File: src/rtl/core/rv32m_pkg.sv
package rv32m_pkg;

  localparam int unsigned XLEN = 32;

  typedef enum logic [2:0] {
    OP_MUL    = 3'd0,
    OP_MULH   = 3'd1,
    OP_MULHSU = 3'd2,
    OP_MULHU  = 3'd3,
    OP_DIV    = 3'd4,
    OP_DIVU   = 3'd5,
    OP_REM    = 3'd6,
    OP_REMU   = 3'd7
  } op_t;

  // One slot of the divider chain: an operation in flight
  typedef struct packed {
    logic            vld;
    op_t             op;
    logic [XLEN-1:0] a;       // raw dividend (for special cases)
    logic [XLEN-1:0] dvd;     // dividend magnitude, shifted out one bit a cell
    logic [XLEN-1:0] dvs;     // divisor magnitude
    logic [XLEN-1:0] rem;     // partial remainder
    logic [XLEN-1:0] quo;     // quotient bits gathered so far
    logic            neg_q;
    logic            neg_r;
    logic            dz;
    logic            ovf;
  } div_slot_t;

  localparam logic [XLEN-1:0] MSB_WORD = 32'h8000_0000;
  localparam logic [XLEN-1:0] ALL_ONES = 32'hFFFF_FFFF;

endpackage

File: src/rtl/core/rv32m_mul_path.sv
module rv32m_mul_path (
  input  logic                          clk,
  input  logic                          en,
  input  rv32m_pkg::op_t                op,
  input  logic [rv32m_pkg::XLEN-1:0]    a,
  input  logic [rv32m_pkg::XLEN-1:0]    b,
  output logic [rv32m_pkg::XLEN-1:0]    res
);

  // Split into four 16x16 partial products, one register stage each
  logic [31:0] p_ll, p_lh, p_hl, p_hh;
  logic [rv32m_pkg::XLEN-1:0] corr;
  rv32m_pkg::op_t op_s1;
  logic [63:0] prod;
  logic [rv32m_pkg::XLEN-1:0] corr_s2;
  rv32m_pkg::op_t op_s2;

  // Stage 1: partial products and sign correction
  always_ff @(posedge clk) begin
    if (en) begin
      p_ll  <= a[15:0] * b[15:0];
      p_lh  <= a[15:0] * b[31:16];
      p_hl  <= a[31:16] * b[15:0];
      p_hh  <= a[31:16] * b[31:16];
      op_s1 <= op;
      corr  <= ((op == rv32m_pkg::OP_MULH || op == rv32m_pkg::OP_MULHSU)
                && a[31] ? b : '0) +
               ((op == rv32m_pkg::OP_MULH) && b[31] ? a : '0);
    end
  end

  // Stage 2: sum partial products
  always_ff @(posedge clk) begin
    if (en) begin
      prod    <= {p_hh, p_ll} + {16'd0, p_lh, 16'd0} + {16'd0, p_hl, 16'd0};
      corr_s2 <= corr;
      op_s2   <= op_s1;
    end
  end

  // Pick the low word or the corrected high word
  always_comb begin
    if (op_s2 == rv32m_pkg::OP_MUL) begin
      res = prod[31:0];
    end else begin
      res = prod[63:32] - corr_s2;
    end
  end

endmodule

File: config.mk
export PLATFORM = sky130hd
export DESIGN_NAME = rv32m_mul_path
export DESIGN_NICKNAME = d
export VERILOG_FILES = /design/src/rtl/core/rv32m_pkg.sv /design/src/rtl/core/rv32m_mul_path.sv
export SDC_FILE = /design/constraint.sdc
export NUM_CORES = 2
export LEC_CHECK = 0
export BUFFER_PORTS_ARGS = -buffer_cell sky130_fd_sc_hd__buf_2
export CAP_MARGIN = 10
export CELL_PAD_IN_SITES_DETAIL_PLACEMENT = 0
export CELL_PAD_IN_SITES_GLOBAL_PLACEMENT = 2
export CORE_MARGIN = 5
export CORE_UTILIZATION = 43
export CTS_CLUSTER_DIAMETER = 60
export CTS_CLUSTER_SIZE = 10
export DETAILED_ROUTE_END_ITERATION = 10
export HOLD_SLACK_MARGIN = 0.12
export PLACE_DENSITY = 0.82
export SETUP_SLACK_MARGIN = 0.2
export SYNTH_ARGS = -nofsm -noshare
export SYNTH_HDL_FRONTEND = slang
export SYNTH_SLANG_ARGS = --single-unit
File: constraint.sdc
create_clock -name clk -period 8.4 [get_ports clk]
set_input_delay 0.84 -clock clk [delete_from_list [all_inputs] [get_ports clk]]
set_output_delay 0.84 -clock clk [all_outputs]
set_load 0.02 [all_outputs]
==> run metrics <==
status finished, final reports clean; count of final setup violators 0; Slew HR 0.266; worst path bufs/invs 4; Skew-Pair Late Insertion Delay 570 ps; H-tree Lvls 2; Core Footprint 0.112 mm2; Post-Syn Area just under 0.05 mm2; most frequent CP cell fa_1; main combinational cell family by area after synthesis adder cells; P&R area growth vs syn 7.55%; Mapped Cells around 5,200; first-pass GRT wire length 220,000 um; Initial Utilization 0.431; Nets 6,552; CTS Buffer Depth 3; Synth top area share 0.336; Tmin final around 7000 ps; via count 34,600; Slew Viols, Final 0; library cells used by synthesis 71; mux cell area share after synthesis 0.000828; initial antenna violation count 10; largest net degree at the start of global routing 114; Crit. End Element flip-flop; Synth Area in Simple Gates 0.160; crit share post-route 0.859; commonest non-fill, non-tap cells in the layout inv_1, fa_1, nand2_1; first-iteration detailed-routing DRC count 2,262; top_reg_cell synth edfxtp_1; critical path peak fanout 23; adder-cell area share of the yosys netlist 0.468; Die Ht 345 um; reg2reg end prod[63]$_DFFE_PP_; commonest non-fill, non-tap cell in the layout inv_1; grt ovf 0; R2R setup slack 4140 ps; largest area contributor in the synthesized netlist fa_1; share of layout cells above drive strength 1 0.0534; Setup CP Type in -> reg; Via-to-Cell Ratio slightly above 5; Antenna Violating Nets Remaining 0; total negative slack 0 ps; WHS Endpoint corr_s2[12]$_DFFE_PP_; HP Start corr[12]$_DFFE_PP_; total number of yosys warnings 0; ys async rst share 0; Total Wirelength 141,000 um; Syn Nets 6,543; Worst EP arrival 7520 ps; max incr delay on CP around 650 ps; Fmax 0.139 GHz; register bit total from synthesis 262; IO Count a little over 100; FF-to-FF path depth 13; Slowest cell on crit path buf_2; Max-Cap Viols 0; fillers 10,900; Post-route DRC 0; DP HPWL between 100,000 and 150,000 um; top post-synthesis cells by area fa_1, edfxtp_1, ha_1, inv_1, and2_1; RSZ-0062 raised after global routing false; clock sink count 262; detailed-route wire length per cell around 21 um; clock-pin slew on the worst setup and hold paths 50 ps; CP Launch Point b[1]; IO buf count 100; Die Wd 345 um; Pre-Repair DR Iteration Count 5; Hold Crit Class reg -> reg; Synth Area in XOR/XNOR 0.0359; hold path depth 0; synthesized area per cell 9.38 um2; CP Launch Type primary input; Placer Congestion 0.868; vias in the first global route 36,400; Worst-Margin Slew 1100 ps; global-route usage over all layers 0.239; hold buffers post-CTS 0; row cnt 123; FF-to-FF Start p_ll[17]$_DFFE_PP_; skew final 24.6 ps; post-cts sizing count 0; Synth Area in Compound Gates 0.0780; Final Hold Vio Count 0; cts bufs inserted 42; number of synthesized flops with an enable pin about 260; TritonCTS clock tree built; register area share after synthesis 0.163; crit-path cells buf_2 -> nand2_1 -> fa_1 -> fa_1 -> fa_1 -> fa_1 -> inv_1 -> fa_1 -> inv_1 -> fa_1 -> inv_1 -> ha_1 -> a21oi_1 -> o21ai_0 -> or3_1 -> o21ai_0 -> a21oi_1 -> a311o_1 -> a21oi_1 -> o21ai_0 -> xor2_1; die area around 0.12 mm2; post-CTS setup buffers 0; CP delay by family, top adder cells; CTS Root Cell clkbuf_16; CP required between 8000 and 9000 ps
[metrics by stage]
stage / cells / util / hold slack (ps) / worst slack [ps] / cell area [um2]
after detailed placement: 6618 / 0.452 / 405 / 748 / 50600
after global routing: 6684 / 0.464 / 422 / 797 / 52000
final: 6688 / 0.464 / 411 / 1190 / 52000
after global placement: 6618 / 0.452 / 401 / 707 / 50600
after CTS: 6684 / 0.464 / 411 / 1330 / 52000
after floorplan: 5153 / - / 400 / 1790 / 48300
[final cells by class]
| type | count | area, um2 | area share |
|---|---|---|---|
| repair buffers | 190 | 1220 | 0.0235 |
| diodes | 4 | 10.0 | 0.000193 |
| clock inverters | 20 | 270 | 0.00520 |
| well taps | 1500 | 1880 | 0.0361 |
| multi-input cells | 3665 | 35900 | 0.690 |
| clock buffers | 46 | 1090 | 0.0209 |
| inverters | 1001 | 3760 | 0.0723 |
| flip-flops and latches | 262 | 7870 | 0.151 |
[routing by layer]
layer / part of all wire / global-route usage / vias to the layer above
met1: 0.46 / 0.345 / 17400
met5: 0 / 0 / -
met3: 0.066 / 0.0415 / 151
met4: 0.027 / 0.0612 / 0
met2: 0.45 / 0.375 / 927
li1: - / - / 16100
[worst max path at each step]
| stage | endpoint | cells after the start |
|---|---|---|
| after floorplan | p_lh[28]$_DFFE_PP_ | 23 |
| after global placement | p_ll[30]$_DFFE_PP_ | 21 |
| after detailed placement | p_ll[30]$_DFFE_PP_ | 21 |
| after CTS | p_ll[30]$_DFFE_PP_ | 21 |
| after global routing | p_ll[30]$_DFFE_PP_ | 21 |
| final | p_ll[30]$_DFFE_PP_ | 21 |
[cell families (layout without fill, tap and decap cells)]
group / after synthesis / count (layout)
AO/OA/AOI/OAI: 593 / 593
other: 0 / 4
AND/OR/NAND/NOR: 1549 / 1549
buffers and inverters: 1226 / 1257
flip-flops: 262 / 262
XOR/XNOR: 198 / 198
adder cells (fa/ha/maj): 1321 / 1321
multiplexers: 4 / 4
[cells in the mapped netlist, drive strengths merged, types with 6 or more instances]
cell     instances
edfxtp         262
nand3           54
nor2b           28
and2           549
inv           1001
nor3b            9
or3             13
nand2b          22
o21a            23
xnor2          134
fa             811
o211ai          12
o21ai          120
a221o            9
o2111ai          6
o21bai          19
a31oi           14
o31ai           12
nor2           114
nor3            26
a21oi          207
nand4           18
nand4b           6
or2              8
nand2          658
a21o           103
clkbuf         224
ha             510
a211oi          22
and3            32
xor2            64
[flip-flops by register name (all words and copies together) (netlist names)]
name / cells
prod: 64
op_s1: 3
p_hl: 32
p_ll: 32
corr: 32
p_hh: 32
corr_s2: 32
op_s2: 3
p_lh: 32
[worst register-to-register path, stage by stage, from the launching register on]
cell	delay (ps)
edfxtp_1	400
fa_1	550
ha_1	190
inv_1	80
fa_1	450
nand2b_1	190
a2111oi_0	520
o21ai_0	190
nand3_1	260
a21oi_1	200
o21ai_1	330
o21ai_1	270
nor3_1	270
xor2_1	110
Power is not shown: default switching activity piles up to over one toggle a cycle in this logic, so the estimate is an artifact.
