--- config.mk ---
export PLATFORM = sky130hd
export DESIGN_NAME = rv32m_div_cell
export DESIGN_NICKNAME = d
export VERILOG_FILES = /design/src/rtl/core/rv32m_pkg.sv /design/src/rtl/core/rv32m_div_cell.sv
export SDC_FILE = /design/constraint.sdc
export NUM_CORES = 1
export LEC_CHECK = 0
export BUFFER_PORTS_ARGS = -buffer_cell sky130_fd_sc_hd__buf_4
export CAP_MARGIN = 10
export CORE_AREA = 2 2 130 132
export DETAILED_ROUTE_END_ITERATION = 8
export DIE_AREA = 0 0 132 134
export PLACE_DENSITY = 0.79
export SLEW_MARGIN = 10
export SYNTH_ARGS = -nofsm -noshare
export SYNTH_HDL_FRONTEND = slang
export SYNTH_SLANG_ARGS = --single-unit
--- constraint.sdc ---
create_clock -name clk -period 3.5 [get_ports clk]
set_input_delay 0.35 -clock clk [delete_from_list [all_inputs] [get_ports clk]]
set_output_delay 0.35 -clock clk [all_outputs]
set_load 0.01 [all_outputs]
--- src/rtl/core/rv32m_pkg.sv ---
package rv32m_pkg;

  localparam int unsigned XLEN = 32;

  typedef enum logic [2:0] {
    OP_MUL    = 3'd0,
    OP_MULH   = 3'd1,
    OP_MULHSU = 3'd2,
    OP_MULHU  = 3'd3,
    OP_DIV    = 3'd4,
    OP_DIVU   = 3'd5,
    OP_REM    = 3'd6,
    OP_REMU   = 3'd7
  } op_t;

  // One slot of the divider chain: an operation in flight
  typedef struct packed {
    logic            vld;
    op_t             op;
    logic [XLEN-1:0] a;       // raw dividend (for special cases)
    logic [XLEN-1:0] dvd;     // dividend magnitude, shifted out one bit a cell
    logic [XLEN-1:0] dvs;     // divisor magnitude
    logic [XLEN-1:0] rem;     // partial remainder
    logic [XLEN-1:0] quo;     // quotient bits gathered so far
    logic            neg_q;
    logic            neg_r;
    logic            dz;
    logic            ovf;
  } div_slot_t;

  localparam logic [XLEN-1:0] MSB_WORD = 32'h8000_0000;
  localparam logic [XLEN-1:0] ALL_ONES = 32'hFFFF_FFFF;

endpackage

--- src/rtl/core/rv32m_div_cell.sv ---
module rv32m_div_cell (
  input  logic                clk,
  input  logic                rst,
  input  logic                en,
  input  rv32m_pkg::div_slot_t slot_in,
  output rv32m_pkg::div_slot_t slot_out
);

  rv32m_pkg::div_slot_t slot_next;
  logic [rv32m_pkg::XLEN:0] trial;
  logic [rv32m_pkg::XLEN:0] diff;

  // Do one restoring step: bring in the next dividend bit, try subtract
  always_comb begin
    slot_next = slot_in;
    trial = {slot_in.rem, slot_in.dvd[rv32m_pkg::XLEN-1]};
    diff = trial - {1'b0, slot_in.dvs};
    slot_next.dvd = {slot_in.dvd[rv32m_pkg::XLEN-2:0], 1'b0};
    if (!diff[rv32m_pkg::XLEN]) begin
      slot_next.rem = diff[rv32m_pkg::XLEN-1:0];
      slot_next.quo = {slot_in.quo[rv32m_pkg::XLEN-2:0], 1'b1};
    end else begin
      slot_next.rem = trial[rv32m_pkg::XLEN-1:0];
      slot_next.quo = {slot_in.quo[rv32m_pkg::XLEN-2:0], 1'b0};
    end
  end

  // Advance the slot when the chain moves
  always_ff @(posedge clk) begin
    if (rst) begin
      slot_out.vld <= 1'b0;
    end else if (en) begin
      slot_out.vld <= slot_in.vld;
    end
  end

  always_ff @(posedge clk) begin
    if (en) begin
      slot_out.op    <= slot_next.op;
      slot_out.a     <= slot_next.a;
      slot_out.dvd   <= slot_next.dvd;
      slot_out.dvs   <= slot_next.dvs;
      slot_out.rem   <= slot_next.rem;
      slot_out.quo   <= slot_next.quo;
      slot_out.neg_q <= slot_next.neg_q;
      slot_out.neg_r <= slot_next.neg_r;
      slot_out.dz    <= slot_next.dz;
      slot_out.ovf   <= slot_next.ovf;
    end
  end

endmodule

==> metrics.txt <==
# TYPE chip_impl_metric gauge
chip_impl_metric{name="gp_routability_congestion",unit=""} 0.861
chip_impl_metric{name="wl_cell",unit="um"} 19.6
chip_impl_metric{name="synth_top_area_share",unit=""} 0.663
chip_impl_info{name="critical_path.endpoint_type",value="flop"} 1
chip_impl_metric{name="initial_core_utilization",unit=""} 0.462
chip_impl_metric{name="drt_pass1_iterations",unit=""} 4
chip_impl_metric{name="largest_register_ffs",unit=""} 167
chip_impl_info{name="min_path_type",value="in -> reg"} 1
chip_impl_metric{name="r2r.worst_path.cells",unit=""} 2
chip_impl_metric{name="req_time_crit_path",unit="ps"} 3680
chip_impl_metric{name="final_core_utilization",unit=""} 0.668
chip_impl_info{name="whs_endpoint",value="slot_out[167]"} 1
chip_impl_metric{name="fp.dieH",unit="um"} 134
chip_impl_metric{name="track_usage",unit=""} 0.238
chip_impl_metric{name="ant_nets",unit=""} 0
chip_impl_info{name="synth.largest_area_cell",value="edfxtp_1"} 1
chip_impl_metric{name="design.die.area",unit="mm2"} 0.0177
chip_impl_metric{name="nFillCells",unit=""} 1226
chip_impl_metric{name="worst_hold_path.num_cells",unit=""} 2
chip_impl_info{name="setup_repair_after_global_routing_missed_its_margin",value="false"} 1
chip_impl_metric{name="cell_internal_pwr",unit="mW"} 3.98
chip_impl_metric{name="final.setup.worst_slack",unit="ps"} 676
chip_impl_metric{name="vias_per_cell",unit=""} 5.04
chip_impl_info{name="timing.setup.critical_path_class",value="in -> reg"} 1
chip_impl_metric{name="tightestPinTransition",unit="ps"} 840
chip_impl_metric{name="critPathMaxStageDelay",unit="ps"} 400
chip_impl_metric{name="yosys_register_bits",unit=""} 167
chip_impl_metric{name="clk_transition_reported_paths",unit="ps"} 70
chip_impl_metric{name="cts_buffers",unit=""} 17
chip_impl_metric{name="antenna-diode-count",unit=""} 0
chip_impl_metric{name="finalSetupTns",unit="ps"} 0
chip_impl_metric{name="holdBufCountCts",unit=""} 0
chip_impl_metric{name="total_switching_power",unit="mW"} 1.45
chip_impl_metric{name="number_of_hold_slack_violations_in_the_final_timing_report",unit=""} 0
chip_impl_metric{name="hold_ws",unit="ps"} 84.8
chip_impl_info{name="ys_dominant_reg_cell",value="edfxtp_1"} 1
chip_impl_metric{name="detailed_place_hpwl",unit="mm"} 16.6
chip_impl_metric{name="die_w",unit="um"} 132
chip_impl_metric{name="portion_of_total_power_attributed_to_combinational_logic",unit=""} 0.212
chip_impl_metric{name="syn_avg_cell_area",unit="um2"} 14.6
chip_impl_metric{name="number_of_clock_sinks_seen_by_cts",unit=""} 167
chip_impl_info{name="regToRegStartpoint",value="slot_out[167]"} 1
chip_impl_metric{name="synth.cell_area",unit="mm2"} 0.00752
chip_impl_metric{name="grt_first_pass_wirelength",unit="mm"} 31.3
chip_impl_metric{name="place_worst_setup_slack",unit="ps"} 214
chip_impl_metric{name="syn2layout_area_growth",unit="%"} 44.6
chip_impl_metric{name="detailedRoute.firstIterationViolations",unit=""} 304
chip_impl_metric{name="antenna_found_initial",unit=""} 1
chip_impl_metric{name="p_seq_frac",unit=""} 0.457
chip_impl_metric{name="final_worst_path_period_share",unit=""} 0.807
chip_impl_metric{name="max_freq",unit="MHz"} 354
chip_impl_info{name="outcome",value="completed"} 1
chip_impl_metric{name="yosysSeqAreaShare",unit=""} 0.665
chip_impl_info{name="min_from",value="rst"} 1
chip_impl_metric{name="grt_pass1_vias",unit=""} 5357
chip_impl_info{name="timing.critical_path.cells",value="buf_4 > ha_1 > fa_1 > nand2b_1 > a21oi_1 > o211ai_1 > a21oi_1 > o31a_2 > mux2i_1 > nor2_4 > buf_4 > mux2_4"} 1
chip_impl_metric{name="final_max_slew_viol_count",unit=""} 0
chip_impl_metric{name="reg2reg_setup_slack",unit="ps"} 2870
chip_impl_metric{name="drcViolationCount",unit=""} 0
chip_impl_metric{name="cts.htree.levels",unit=""} 4
chip_impl_metric{name="grt.overflow.total",unit=""} 0
chip_impl_metric{name="fin_nets",unit=""} 1068
chip_impl_info{name="regs_by_ff_count",value="slot_out x167"} 1
chip_impl_metric{name="critical_path.n_buffers_inverters",unit=""} 2
chip_impl_metric{name="worst-endpoint-arrival",unit="ps"} 3010
chip_impl_metric{name="worst-path-max-fanout",unit=""} 11
chip_impl_metric{name="grt_start_max_net_pins",unit=""} 91
chip_impl_metric{name="syn_nets",unit=""} 719
chip_impl_metric{name="placementRows",unit=""} 47
chip_impl_metric{name="core_region_area",unit="mm2"} 0.0163
chip_impl_metric{name="period_needed",unit="ps"} 2820
chip_impl_metric{name="setup_viol",unit=""} 0
chip_impl_metric{name="p_sw_frac",unit=""} 0.268
chip_impl_metric{name="via_count",unit=""} 5530
chip_impl_info{name="tritoncts",value="yes"} 1
chip_impl_metric{name="p_clk_frac",unit=""} 0.331
chip_impl_info{name="top_register",value="slot_out"} 1
chip_impl_metric{name="clockBufferDepth",unit=""} 2
chip_impl_metric{name="slew_headroom",unit=""} 0.440
chip_impl_info{name="cts_root_buf",value="clkbuf_16"} 1
chip_impl_metric{name="synth_cell_types",unit=""} 52
chip_impl_metric{name="drv.max_cap_violation_count",unit=""} 0
chip_impl_metric{name="wirelength",unit="mm"} 21.5
chip_impl_metric{name="total_leakage_power",unit="nW"} 4.84
chip_impl_metric{name="synth_edf_count",unit=""} 166
chip_impl_metric{name="layout-drive-gt1-share",unit=""} 0.465
chip_impl_metric{name="number_of_instances_in_the_synthesized_netlist",unit=""} 515
chip_impl_metric{name="post_cts_buffers",unit=""} 0
chip_impl_info{name="cp_slowest_cell",value="fa_1"} 1
chip_impl_info{name="synth_top_cells_by_area",value="edfxtp_1, ha_1, mux2_4"} 1
chip_impl_info{name="layout.cells.most_common_list",value="buf_4, edfxtp_1, inv_1, a21oi_1, ha_1"} 1
chip_impl_metric{name="boundaryPins",unit=""} 339
chip_impl_metric{name="synth_warnings",unit=""} 0
chip_impl_metric{name="timing.clock.skew",unit="ps"} 0
chip_impl_info{name="final_common_cell",value="buf_4"} 1
chip_impl_info{name="reg2reg_to",value="slot_out[167]"} 1
chip_impl_metric{name="cts_resized",unit=""} 0
chip_impl_info{name="start_kind",value="input port"} 1
chip_impl_info{name="timing.critical_path.max_delay_family",value="compound AO/OA/AOI/OAI gates"} 1
chip_impl_metric{name="p_per_area",unit="mW/mm2"} 499
chip_impl_metric{name="io_buffers",unit=""} 336
chip_impl_metric{name="async_flop_share",unit=""} 0
chip_impl_metric{name="vdd.ir_drop.worst",unit="V"} 0.000341
chip_impl_metric{name="clock_latency",unit="ps"} 420
==> area by class of cell <==
cell class	instances	area, um2	share of cell area
Sequential cell	167	5000	0.460
Multi-Input combinational cell	298	2300	0.211
Clock buffer	18	429	0.0395
Clock inverter	14	130	0.0120
Timing Repair Buffer	342	2600	0.239
Inverter	38	143	0.0131
Tap cell	220	275	0.0253
==> routing by layer <==
layer / track usage / wire, um / part of all wire / vias to the layer above
li1: - / - / - / 2640
met1: 0.276 / 8180 / 0.38 / 2630
met2: 0.407 / 10900 / 0.51 / 223
met3: 0.0854 / 1850 / 0.086 / 35
met4: 0.0876 / 582 / 0.027 / 2
met5: 0 / 13 / 0.00061 / -
==> Yosys cell counts (8+ instances only) <==
cell type / instances
nand2_1: 27
ha_1: 32
mux2_4: 25
o21ai_0: 17
xor2_1: 10
nor2_1: 19
inv_1: 38
xnor2_1: 13
a21o_1: 18
a21oi_1: 38
nand2b_1: 8
edfxtp_1: 166
nand3_1: 10
==> per-stage QoR <==
stage	total power [mW]	cell area, um2	instances
finish	5.43	10900	1097
global route	5.64	10900	1097
CTS	5.47	10900	1097
detailed placement	3.68	10300	1065
global placement	3.65	10300	1065
floorplan	3.08	7520	515
==> power groups by stage <==
stage,Sequential (mW),Clock (mW),Combinational [mW]
3_5_place_dp,2.52,0,1.16
3_3_place_gp,2.52,0,1.14
4_1_cts,2.48,1.83,1.16
2_1_floorplan,2.62,0,0.457
6_report,2.48,1.80,1.15
5_1_grt,2.49,1.91,1.23
==> kinds of logic after synthesis <==
family,Yosys count,synth area share
compound gates,107,0.0910
mux,34,0.0624
fa+ha+maj,33,0.0559
buf+inv,50,0.0298
other cells,1,0.000498
xor+xnor,23,0.0268
flops,167,0.665
simple gates,100,0.0685
==> worst max-delay path by stage <==
| stage | end | cells past startpoint | slack (ps) | start |
|---|---|---|---|---|
| after floorplan | slot_out[40] | 12 | 630 | slot_in[131] |
| final | slot_out[65] | 12 | 680 | slot_in[68] |
| after global routing | slot_out[36] | 14 | 470 | slot_in[131] |
| after CTS | slot_out[65] | 13 | 670 | slot_in[131] |
| after detailed placement | slot_out[65] | 13 | 210 | slot_in[131] |
| after global placement | slot_out[65] | 12 | 250 | slot_in[68] |
Power figures use the tool's default switching activity.
